==> config.mk <==
export PLATFORM = sky130hd
export DESIGN_NAME = ext2_metadata_write_planner
export DESIGN_NICKNAME = d
export VERILOG_FILES = /design/src/emwp_pkg.sv /design/src/emwp_ctrl.sv /design/src/emwp_datapath.sv /design/src/ext2_metadata_write_planner.sv
export SDC_FILE = /design/constraint.sdc
export NUM_CORES = 2
export LEC_CHECK = 0
export BUFFER_PORTS_ARGS = -buffer_cell sky130_fd_sc_hd__clkbuf_2
export CELL_PAD_IN_SITES_DETAIL_PLACEMENT = 0
export CELL_PAD_IN_SITES_GLOBAL_PLACEMENT = 2
export CORE_MARGIN = 4
export CORE_UTILIZATION = 44
export CTS_CLUSTER_DIAMETER = 50
export CTS_CLUSTER_SIZE = 16
export DETAILED_ROUTE_END_ITERATION = 8
export GPL_ROUTABILITY_DRIVEN = 0
export GPL_TIMING_DRIVEN = 0
export PLACE_DENSITY = 0.95
export SKIP_LAST_GASP = 1
export SLEW_MARGIN = 25
export SYNTH_ARGS = -nofsm -noshare
export SYNTH_HDL_FRONTEND = slang
export SYNTH_SLANG_ARGS = --single-unit
==> constraint.sdc <==
create_clock -name clk -period 16.5 [get_ports clk]
set_input_delay 0.825 -clock clk [delete_from_list [all_inputs] [get_ports clk]]
set_output_delay 0.825 -clock clk [all_outputs]
set_load 0.02 [all_outputs]
==> src/emwp_pkg.sv <==
// Shared types and constants for the ext2 metadata write planner.
// No dependencies; used by the controller, the datapath and the top level.
package emwp_pkg;

  localparam logic [1:0] KIND_NONE  = 2'd0;
  localparam logic [1:0] KIND_SUPER = 2'd1;
  localparam logic [1:0] KIND_DESC  = 2'd2;

  localparam logic [2:0] REG_SPARSE_SUPER   = 3'd0;
  localparam logic [2:0] REG_META_BG_ENABLE = 3'd1;
  localparam logic [2:0] REG_FIRST_META_BG  = 3'd2;
  localparam logic [2:0] REG_LEGACY_DESC    = 3'd3;
  localparam logic [2:0] REG_DESC_LOG2      = 3'd4;
  localparam logic [2:0] REG_FIRST_DATA     = 3'd5;
  localparam logic [2:0] REG_BLOCKS_PER_GRP = 3'd6;
  localparam logic [2:0] REG_WRITE_MODE     = 3'd7;

  localparam logic [15:0] STAMP_MAX = 16'hFFFF;

  // Number of nonzero powers of 3, 5 and 7 that fit in 32 bits.
  localparam int POW3_COUNT = 20;
  localparam int POW5_COUNT = 13;
  localparam int POW7_COUNT = 11;

  typedef struct packed {
    logic load;
    logic plan;
    logic emit;
  } cmd_t;

  typedef struct packed {
    logic out_free;
  } status_t;

  // True for groups 0, 1 and every power of 3, 5 or 7.
  function automatic logic sparse_group(input logic [31:0] g);
    logic [63:0] p;
    logic        hit;
    hit = (g == 32'd0) || (g == 32'd1);
    p = 64'd3;
    for (int i = 0; i < POW3_COUNT; i++) begin
      hit = hit || (g == p[31:0]);
      p = p * 64'd3;
    end
    p = 64'd5;
    for (int i = 0; i < POW5_COUNT; i++) begin
      hit = hit || (g == p[31:0]);
      p = p * 64'd5;
    end
    p = 64'd7;
    for (int i = 0; i < POW7_COUNT; i++) begin
      hit = hit || (g == p[31:0]);
      p = p * 64'd7;
    end
    return hit;
  endfunction

endpackage

==> src/emwp_ctrl.sv <==
// Controller for the ext2 metadata write planner: request intake, planning
// and result sequencing. Depends on emwp_pkg.
module emwp_ctrl #(
  parameter int IDX_W = 6
) (
  input  logic               clk,
  input  logic               rst,
  input  logic               in_valid,
  output logic               in_ready,
  input  emwp_pkg::status_t  status,
  input  logic [IDX_W-1:0]   run_counter,
  output emwp_pkg::cmd_t     cmd,
  output logic [IDX_W-1:0]   idx
);

  localparam logic [1:0] ST_IDLE = 2'd0;
  localparam logic [1:0] ST_PLAN = 2'd1;
  localparam logic [1:0] ST_EMIT = 2'd2;

  logic [1:0]       state;
  logic [1:0]       state_next;
  logic [IDX_W-1:0] idx_next;

  assign in_ready = (state == ST_IDLE);

  always_comb begin
    state_next = state;
    idx_next   = idx;
    cmd        = '0;
    unique case (state)
      ST_IDLE: begin
        if (in_valid) begin
          cmd.load   = 1'b1;
          state_next = ST_PLAN;
        end
      end
      ST_PLAN: begin
        cmd.plan   = 1'b1;
        idx_next   = '0;
        state_next = ST_EMIT;
      end
      ST_EMIT: begin
        if (status.out_free) begin
          cmd.emit = 1'b1;
          if (idx == run_counter) begin
            state_next = ST_IDLE;
          end else begin
            idx_next = idx + 1'b1;
          end
        end
      end
      default: begin
        state_next = ST_IDLE;
      end
    endcase
  end

  always_ff @(posedge clk) begin
    if (rst) begin
      state <= ST_IDLE;
      idx   <= '0;
    end else begin
      state <= state_next;
      idx   <= idx_next;
    end
  end

endmodule

==> src/emwp_datapath.sv <==
// Datapath for the ext2 metadata write planner: configuration registers,
// group address arithmetic, write planning and the result register.
// Depends on emwp_pkg.
module emwp_datapath #(
  parameter int MAX_DESC_BLOCKS = 63,
  parameter int ADDR_WIDTH      = 32,
  parameter int IDX_W           = 6
) (
  input  logic               clk,
  input  logic               rst,
  input  logic               cfg_we,
  input  logic [2:0]         cfg_index,
  input  logic [31:0]        cfg_data,
  input  logic [31:0]        group_index,
  input  emwp_pkg::cmd_t     cmd,
  input  logic [IDX_W-1:0]   idx,
  output emwp_pkg::status_t  status,
  output logic [IDX_W-1:0]   run_counter,
  output logic               out_valid,
  input  logic               out_ready,
  output logic [1:0]         write_kind,
  output logic [31:0]        block_address,
  output logic [26:0]        source_desc_block,
  output logic [15:0]        group_stamp,
  output logic               last
);

  localparam logic [IDX_W-1:0] MAX_CNT = IDX_W'(MAX_DESC_BLOCKS);

  logic                  sparse_super;
  logic                  meta_bg_enable;
  logic [31:0]           first_meta_bg;
  logic [5:0]            legacy_desc_blocks;
  logic [3:0]            descs_per_block_log2;
  logic [31:0]           first_data_block;
  logic [31:0]           blocks_per_group;
  logic [1:0]            write_mode;

  logic [31:0]           latched_group;
  logic [ADDR_WIDTH-1:0] product;
  logic [ADDR_WIDTH-1:0] group_base_block;
  logic                  backup_sb;
  logic [31:0]           meta_group;
  logic                  mod_first;
  logic                  mod_second;
  logic                  mod_final;

  logic                  n_super;
  logic                  meta_sel;
  logic                  none_run;

  logic [31:0]           mod_mask;
  logic [31:0]           mod_val;
  logic                  master_only;
  logic                  super_only;
  logic                  grp_nonzero;
  logic [IDX_W-1:0]      legacy_cnt;
  logic [IDX_W-1:0]      plan_desc;
  logic                  plan_super;
  logic [IDX_W:0]        plan_total;
  logic [IDX_W-1:0]      desc_j;
  logic [IDX_W:0]        offset;
  logic [ADDR_WIDTH-1:0] addr;
  logic [1:0]            kind_c;
  logic [26:0]           src_c;
  logic [15:0]           stamp_c;

  always_ff @(posedge clk) begin
    if (rst) begin
      sparse_super         <= 1'b0;
      meta_bg_enable       <= 1'b0;
      first_meta_bg        <= 32'd0;
      legacy_desc_blocks   <= 6'd1;
      descs_per_block_log2 <= 4'd5;
      first_data_block     <= 32'd1;
      blocks_per_group     <= 32'd8192;
      write_mode           <= 2'd0;
    end else if (cfg_we) begin
      unique case (cfg_index)
        emwp_pkg::REG_SPARSE_SUPER:   sparse_super         <= cfg_data[0];
        emwp_pkg::REG_META_BG_ENABLE: meta_bg_enable       <= cfg_data[0];
        emwp_pkg::REG_FIRST_META_BG:  first_meta_bg        <= cfg_data;
        emwp_pkg::REG_LEGACY_DESC:    legacy_desc_blocks   <= cfg_data[5:0];
        emwp_pkg::REG_DESC_LOG2:      descs_per_block_log2 <= cfg_data[3:0];
        emwp_pkg::REG_FIRST_DATA:     first_data_block     <= cfg_data;
        emwp_pkg::REG_BLOCKS_PER_GRP: blocks_per_group     <= cfg_data;
        emwp_pkg::REG_WRITE_MODE:     write_mode           <= cfg_data[1:0];
        default: ;
      endcase
    end
  end

  assign mod_mask    = ~(32'hFFFF_FFFF << descs_per_block_log2);
  assign mod_val     = group_index & mod_mask;
  assign master_only = write_mode[0];
  assign super_only  = write_mode[1];

  always_ff @(posedge clk) begin
    if (cmd.load) begin
      latched_group <= group_index;
      product       <= ADDR_WIDTH'(64'(group_index) * 64'(blocks_per_group));
      backup_sb     <= !sparse_super || emwp_pkg::sparse_group(group_index);
      meta_group    <= group_index >> descs_per_block_log2;
      mod_first     <= (mod_val == 32'd0);
      mod_second    <= (mod_val == 32'd1);
      mod_final     <= (mod_val == mod_mask);
    end
  end

  assign grp_nonzero = (latched_group != 32'd0);

  always_comb begin
    legacy_cnt = '0;
    if (meta_bg_enable) begin
      legacy_cnt = (first_meta_bg > 32'(MAX_DESC_BLOCKS)) ? MAX_CNT : IDX_W'(first_meta_bg);
    end else begin
      legacy_cnt = (32'(legacy_desc_blocks) > 32'(MAX_DESC_BLOCKS)) ?
                   MAX_CNT : IDX_W'(legacy_desc_blocks);
    end
  end

  always_comb begin
    plan_super = !master_only && grp_nonzero && backup_sb;
    plan_desc  = '0;
    if (!super_only) begin
      if (!meta_bg_enable || (meta_group < first_meta_bg)) begin
        if (backup_sb && !(master_only && grp_nonzero)) begin
          plan_desc = legacy_cnt;
        end
      end else if ((mod_first || mod_second || mod_final) &&
                   !(!mod_first && master_only)) begin
        plan_desc = IDX_W'(1);
      end
    end
    plan_total = (IDX_W + 1)'(plan_super) + (IDX_W + 1)'(plan_desc);
  end

  always_ff @(posedge clk) begin
    if (rst) begin
      run_counter <= '0;
    end else if (cmd.plan) begin
      run_counter <= (plan_total == '0) ? '0 : IDX_W'(plan_total - 1'b1);
    end
  end

  always_ff @(posedge clk) begin
    if (cmd.plan) begin
      group_base_block <= ADDR_WIDTH'(first_data_block) + product;
      n_super          <= plan_super;
      meta_sel         <= meta_bg_enable && !(meta_group < first_meta_bg);
      none_run         <= (plan_total == '0);
    end
  end

  assign desc_j = idx - IDX_W'(n_super);

  always_comb begin
    kind_c  = emwp_pkg::KIND_DESC;
    src_c   = '0;
    stamp_c = '0;
    offset  = '0;
    priority if (none_run) begin
      kind_c = emwp_pkg::KIND_NONE;
    end else if (n_super && (idx == '0)) begin
      kind_c  = emwp_pkg::KIND_SUPER;
      stamp_c = (latched_group > 32'(emwp_pkg::STAMP_MAX)) ?
                emwp_pkg::STAMP_MAX : latched_group[15:0];
    end else if (meta_sel) begin
      offset = (IDX_W + 1)'(backup_sb);
      src_c  = meta_group[26:0];
    end else begin
      offset = (IDX_W + 1)'(desc_j) + 1'b1;
      src_c  = 27'(desc_j);
    end
  end

  assign addr = group_base_block + ADDR_WIDTH'(offset);

  always_ff @(posedge clk) begin
    if (rst) begin
      out_valid <= 1'b0;
    end else if (cmd.emit) begin
      out_valid <= 1'b1;
    end else if (out_ready) begin
      out_valid <= 1'b0;
    end
  end

  always_ff @(posedge clk) begin
    if (cmd.emit) begin
      write_kind        <= kind_c;
      block_address     <= 32'(addr);
      source_desc_block <= src_c;
      group_stamp       <= stamp_c;
      last              <= (idx == run_counter);
    end
  end

  assign status.out_free = !out_valid || out_ready;

endmodule

==> src/ext2_metadata_write_planner.sv <==
// Ext2 metadata write planner, top level: stream ports and configuration
// port around the emwp_ctrl controller and the emwp_datapath. Depends on emwp_pkg.
//
// Each accepted request carries one block group number and produces a run of
// one to MAX_DESC_BLOCKS + 1 results (backup superblock, then descriptor
// blocks, or a single result of kind none), with tlast on the final one. A
// request is taken in the idle state and planned in the plan state (the group
// base address multiply is registered at intake and added to first_data_block
// while the run length is worked out), and then results leave at one per
// cycle through the output register whenever that register is free. A new
// request is accepted once the last result of the previous run is in the
// output register, even while that result waits to be taken.
module ext2_metadata_write_planner #(
  parameter int MAX_DESC_BLOCKS = 63,
  parameter int ADDR_WIDTH      = 32
) (
  input  logic        clk,
  input  logic        rst,
  input  logic        cfg_we,
  input  logic [2:0]  cfg_index,
  input  logic [31:0] cfg_data,
  input  logic        s_tvalid,
  output logic        s_tready,
  input  logic [31:0] s_tdata,   // [31:0] group_index
  output logic        m_tvalid,
  input  logic        m_tready,
  output logic [79:0] m_tdata,   // [31:0] block_address, [58:32] source_desc_block,
                                 // [74:59] group_stamp, [79:75] zero
  output logic [1:0]  m_tuser,   // [1:0] write_kind
  output logic        m_tlast
);

  localparam int IDX_W = $clog2(MAX_DESC_BLOCKS + 1);

  emwp_pkg::cmd_t    cmd;
  emwp_pkg::status_t status;
  logic [IDX_W-1:0]  idx;
  logic [IDX_W-1:0]  run_counter;
  logic [31:0]       block_address;
  logic [26:0]       source_desc_block;
  logic [15:0]       group_stamp;

  emwp_ctrl #(
    .IDX_W (IDX_W)
  ) u_ctrl (
    .clk         (clk),
    .rst         (rst),
    .in_valid    (s_tvalid),
    .in_ready    (s_tready),
    .status      (status),
    .run_counter (run_counter),
    .cmd         (cmd),
    .idx         (idx)
  );

  emwp_datapath #(
    .MAX_DESC_BLOCKS (MAX_DESC_BLOCKS),
    .ADDR_WIDTH      (ADDR_WIDTH),
    .IDX_W           (IDX_W)
  ) u_datapath (
    .clk               (clk),
    .rst               (rst),
    .cfg_we            (cfg_we),
    .cfg_index         (cfg_index),
    .cfg_data          (cfg_data),
    .group_index       (s_tdata),
    .cmd               (cmd),
    .idx               (idx),
    .status            (status),
    .run_counter       (run_counter),
    .out_valid         (m_tvalid),
    .out_ready         (m_tready),
    .write_kind        (m_tuser),
    .block_address     (block_address),
    .source_desc_block (source_desc_block),
    .group_stamp       (group_stamp),
    .last              (m_tlast)
  );

  assign m_tdata = {5'd0, group_stamp, source_desc_block, block_address};

endmodule
==> metrics.txt <==
# TYPE chip_impl_metric gauge
chip_impl_metric{name="ffs_w_async_s_r_synth",unit=""} 0
chip_impl_metric{name="synth_edf_count",unit=""} 213
chip_impl_metric{name="worst_setup_hold_path_clk_slew",unit="ns"} 0.06
chip_impl_metric{name="ioPinCount",unit=""} 157
chip_impl_metric{name="number_of_sinks_driven_by_the_clock_tree",unit=""} 338
chip_impl_metric{name="drt-total-wl",unit="microns"} 109700
chip_impl_metric{name="final-hold-violation-count",unit=""} 0
chip_impl_metric{name="reg2reg_setup_slack",unit="ns"} 6.48
chip_impl_metric{name="number_of_pins_with_negative_max_slew_slack_in_the_final_report",unit=""} 0
chip_impl_metric{name="tritoncts.num_buffers",unit=""} 44
chip_impl_metric{name="via_count_of_the_first_global_routing_pass",unit=""} 27980
chip_impl_metric{name="dpl.hpwl",unit="microns"} 87220
chip_impl_metric{name="vias_per_cell",unit=""} 5.474
chip_impl_metric{name="clock_latency",unit="ns"} 0.59
chip_impl_metric{name="globalRouteTotalUtil",unit=""} 0.2666
chip_impl_info{name="min_path_type",value="input pin to flip-flop"} 1
chip_impl_metric{name="synth_seq_area_share",unit=""} 0.2612
chip_impl_metric{name="route.vias.total",unit=""} 27630
chip_impl_info{name="worstSetupEndpointType",value="flip-flop"} 1
chip_impl_metric{name="nets",unit=""} 4664
chip_impl_metric{name="postCtsSetupRepairBufs",unit=""} 0
chip_impl_metric{name="final.setup.tns",unit="ns"} 0
chip_impl_metric{name="detail-route-antenna-nets",unit=""} 0
chip_impl_metric{name="fin_total_pwr",unit="mW"} 2.852
chip_impl_metric{name="cp.arrival",unit="ns"} 11.13
chip_impl_metric{name="max_clock_freq",unit="MHz"} 92.45
chip_impl_info{name="cts_tree",value="yes"} 1
chip_impl_metric{name="worst_slew_margin_rel",unit=""} 0.3277
chip_impl_metric{name="final.setup_skew",unit="ns"} 0.03633
chip_impl_metric{name="rows",unit=""} 101
chip_impl_metric{name="port_buffers",unit=""} 150
chip_impl_info{name="critical_path.most_common_cell",value="sky130_fd_sc_hd__fa_1"} 1
chip_impl_metric{name="final_core_util",unit=""} 0.4965
chip_impl_metric{name="multi_input_comb_area",unit="sq um"} 22200
chip_impl_metric{name="setup_violations",unit=""} 0
chip_impl_info{name="slowest_stage",value="sky130_fd_sc_hd__clkbuf_1"} 1
chip_impl_metric{name="grt_overflow_total",unit=""} 0
chip_impl_metric{name="initial_core_utilization",unit=""} 0.4464
chip_impl_metric{name="cts_hold_repair.buffers",unit=""} 0
chip_impl_metric{name="max_slew.worst_pin.slew",unit="ns"} 1.008
chip_impl_info{name="ys_dominant_reg_cell",value="sky130_fd_sc_hd__edfxtp_1"} 1
chip_impl_metric{name="detailed_place.area",unit="sq um"} 36260
chip_impl_metric{name="drt-initial-drc-count",unit=""} 2687
chip_impl_info{name="worst_min_delay_path_startpoint",value="s_tdata[31]"} 1
chip_impl_info{name="synth_area_leader_cell",value="sky130_fd_sc_hd__fa_1"} 1
chip_impl_metric{name="final-instance-count-excl-fill",unit=""} 5048
chip_impl_metric{name="holdPathStages",unit=""} 1
chip_impl_metric{name="ys_types",unit=""} 90
chip_impl_metric{name="drc_errors",unit=""} 0
chip_impl_info{name="outcome",value="finished, final reports clean"} 1
chip_impl_metric{name="width_of_the_die",unit="microns"} 286.3
chip_impl_metric{name="layout.cell_area.non_filler",unit="sq um"} 37900
chip_impl_metric{name="synth.yosys.warnings",unit=""} 0
chip_impl_metric{name="power.ir.vdd_worst",unit="V"} 0.00006089
chip_impl_metric{name="initial_antenna_violation_count",unit=""} 4
chip_impl_metric{name="critPathRequiredTime",unit="ns"} 16.81
chip_impl_metric{name="drtPass1Iterations",unit=""} 8
chip_impl_info{name="reg2reg_from",value="u_datapath.blocks_per_group[4]"} 1
chip_impl_info{name="startpoint_type",value="input pin"} 1
chip_impl_metric{name="floorplan.die.height",unit="microns"} 286.3
chip_impl_metric{name="path_buf_inv",unit=""} 8
chip_impl_metric{name="post_cts.resized_instances",unit=""} 0
chip_impl_metric{name="netlist_area",unit="sq um"} 34070
chip_impl_metric{name="wire_length_of_the_first_global_routing_pass",unit="microns"} 167100
chip_impl_info{name="critical_path.reg2reg.endpoint",value="u_datapath.product[31]"} 1
chip_impl_info{name="cp_top_family",value="adder cells"} 1
chip_impl_metric{name="floorplan.core_area",unit="sq um"} 76330
chip_impl_info{name="holdPathEnd",value="u_datapath.latched_group[31]"} 1
chip_impl_metric{name="p_per_area",unit="nW/um^2"} 75.26
chip_impl_metric{name="drive_gt1_frac",unit=""} 0.07545
chip_impl_metric{name="register_area",unit="sq um"} 8899
chip_impl_metric{name="layout_min_cycle_time",unit="ns"} 10.82
chip_impl_info{name="netlist_top_cells_area",value="sky130_fd_sc_hd__fa_1, sky130_fd_sc_hd__edfxtp_1, sky130_fd_sc_hd__ha_1, sky130_fd_sc_hd__dfxtp_1, sky130_fd_sc_hd__nand2_1"} 1
chip_impl_metric{name="route.detailed.wl_per_inst",unit="microns"} 21.73
chip_impl_info{name="setup_repair_after_global_routing_missed_its_margin",value="false"} 1
chip_impl_metric{name="largest_stage_delay_on_the_critical_path",unit="ns"} 0.74
chip_impl_metric{name="postSynthCellCount",unit=""} 3776
chip_impl_metric{name="maximum_number_of_pins_on_one_net_before_global_route_repair",unit=""} 55
chip_impl_metric{name="numPlacedInstances",unit=""} 4965
chip_impl_metric{name="die_area",unit="sq um"} 81950
chip_impl_metric{name="synth-seq-cells",unit=""} 338
chip_impl_metric{name="reg2regPathDepth",unit=""} 28
chip_impl_info{name="critical_path_class",value="input pin to flip-flop"} 1
chip_impl_metric{name="cts_buffer_depth",unit=""} 3
chip_impl_metric{name="highest_net_fanout_along_the_worst_path",unit=""} 10
chip_impl_metric{name="areaGrowthSynthToFinish",unit="%"} 11.22
chip_impl_info{name="clk_root_buffer_cell",value="sky130_fd_sc_hd__clkbuf_16"} 1
chip_impl_metric{name="final_min_period_over_clock_period",unit=""} 0.6555
chip_impl_metric{name="p_leak",unit="nW"} 16.41
chip_impl_metric{name="synth_top_area_share",unit=""} 0.2409
chip_impl_metric{name="syn_area_per_cell",unit="sq um"} 9.023
chip_impl_metric{name="clock_tree.htree_level_count",unit=""} 2
chip_impl_metric{name="max_cap_viol",unit=""} 0
chip_impl_metric{name="fillCellCount",unit=""} 7450
registers in the layout, summed over array words and instances, names as in the netlist, 2 cells and up:
signal,cells
u_datapath.legacy_desc_blocks,6
u_datapath.blocks_per_group,32
u_ctrl.state,2
u_ctrl.idx,6
u_datapath.run_counter,6
u_datapath.block_address,32
u_datapath.write_mode,2
u_datapath.descs_per_block_log2,4
u_datapath.latched_group,32
u_datapath.group_stamp,16
u_datapath.first_data_block,32
u_datapath.product,32
u_datapath.group_base_block,32
u_datapath.meta_group,32
u_datapath.first_meta_bg,32
u_datapath.source_desc_block,27
u_datapath.write_kind,2
cells in the mapped netlist, types with 7 or more instances:
library cell and count:
sky130_fd_sc_hd__a21oi_1 202, sky130_fd_sc_hd__o22ai_1 13, sky130_fd_sc_hd__clkbuf_1 198, sky130_fd_sc_hd__a211oi_1 25, sky130_fd_sc_hd__nand2_1 640, sky130_fd_sc_hd__nand4_1 35, sky130_fd_sc_hd__nor4_1 32, sky130_fd_sc_hd__dfxtp_1 125
sky130_fd_sc_hd__ha_1 201, sky130_fd_sc_hd__fa_1 410, sky130_fd_sc_hd__inv_1 567, sky130_fd_sc_hd__mux4_2 16, sky130_fd_sc_hd__buf_1 9, sky130_fd_sc_hd__xor2_1 41, sky130_fd_sc_hd__nor2_1 193, sky130_fd_sc_hd__o31ai_1 7
sky130_fd_sc_hd__nand2b_1 19, sky130_fd_sc_hd__a21o_1 31, sky130_fd_sc_hd__or2_2 8, sky130_fd_sc_hd__nand3_1 57, sky130_fd_sc_hd__edfxtp_1 213, sky130_fd_sc_hd__mux2_2 8, sky130_fd_sc_hd__nor2b_1 36, sky130_fd_sc_hd__o21ai_0 79
sky130_fd_sc_hd__mux2i_1 33, sky130_fd_sc_hd__nor3_1 43, sky130_fd_sc_hd__o21a_1 31, sky130_fd_sc_hd__or4_1 7, sky130_fd_sc_hd__xnor2_1 113, sky130_fd_sc_hd__and2_1 201, sky130_fd_sc_hd__and3_1 39, sky130_fd_sc_hd__a31oi_1 12
per-layer routing:
layer	vias up	GRT usage	wire (microns)
met4	0	0.08134	3805
met2	1207	0.4266	49660
li1	12550	-	-
met3	246	0.04647	9143
met1	13630	0.3723	47070
met5	-	0	0
layout by cell type (no fill, tap or decap), types with 35 or more instances in the layout:
cell,count
sky130_fd_sc_hd__a21oi_1,202
sky130_fd_sc_hd__clkbuf_2,150
sky130_fd_sc_hd__inv_1,566
sky130_fd_sc_hd__fa_1,410
sky130_fd_sc_hd__xnor2_1,113
sky130_fd_sc_hd__edfxtp_1,213
sky130_fd_sc_hd__and2_1,200
sky130_fd_sc_hd__dfxtp_1,125
sky130_fd_sc_hd__ha_1,201
sky130_fd_sc_hd__nand4_1,35
sky130_fd_sc_hd__clkbuf_16,45
sky130_fd_sc_hd__nor2_1,192
sky130_fd_sc_hd__o21ai_0,79
sky130_fd_sc_hd__nor2b_1,36
sky130_fd_sc_hd__clkbuf_1,200
sky130_fd_sc_hd__nand2_1,640
sky130_fd_sc_hd__nor3_1,42
sky130_fd_sc_hd__xor2_1,41
sky130_fd_sc_hd__nand3_1,57
sky130_fd_sc_hd__and3_1,39
cell type report:
class / count / area share
sequential: 338 / 0.2348
clock inverter: 34 / 0.01301
inverter: 569 / 0.05636
buffer: 217 / 0.02295
timing repair buffer: 155 / 0.02305
tap: 1030 / 0.03401
clock buffer: 47 / 0.02991
multi-input combinational: 2656 / 0.5858
antenna: 2 / 0.0001321
logic make-up (layout without fill, tap and decap cells):
group | count (synthesis) | count (layout) | synth area share
simple gates | 1347 | 1347 | 0.1849
buf+inv | 786 | 1022 | 0.08820
fa+ha+maj | 611 | 611 | 0.3147
compound gates | 482 | 482 | 0.08846
flops | 338 | 338 | 0.2612
xor+xnor | 154 | 154 | 0.03959
mux | 57 | 57 | 0.02291
other cells | 1 | 7 | 0.0001101
worst max path at each step:
stage,cells after the start,from,endpoint,slack [ns]
2_1_floorplan,28,s_tdata[12],u_datapath.product[30],8.23
3_3_place_gp,27,s_tdata[12],u_datapath.product[31],5.28
3_5_place_dp,27,s_tdata[12],u_datapath.product[31],5.29
4_1_cts,27,s_tdata[12],u_datapath.product[31],5.91
5_1_grt,27,s_tdata[12],u_datapath.product[31],5.21
6_report,27,s_tdata[12],u_datapath.product[31],5.68
stage by stage:
stage	hold slack, ns	worst slack (ns)
6_report	0.4525	5.683
5_1_grt	0.4406	5.211
4_1_cts	0.4218	5.909
3_5_place_dp	0.4515	5.288
3_3_place_gp	0.4479	5.278
2_1_floorplan	0.4363	8.230
where the power goes:
group / switching [mW] / leakage, nW / internal (mW) / total (mW)
Combinational: 0.515 / 12.6 / 0.282 / 0.797
Sequential: 0.0324 / 3.02 / 0.980 / 1.01
Clock: 0.434 / 0.792 / 0.608 / 1.04
(Power assumes the default switching activity.)
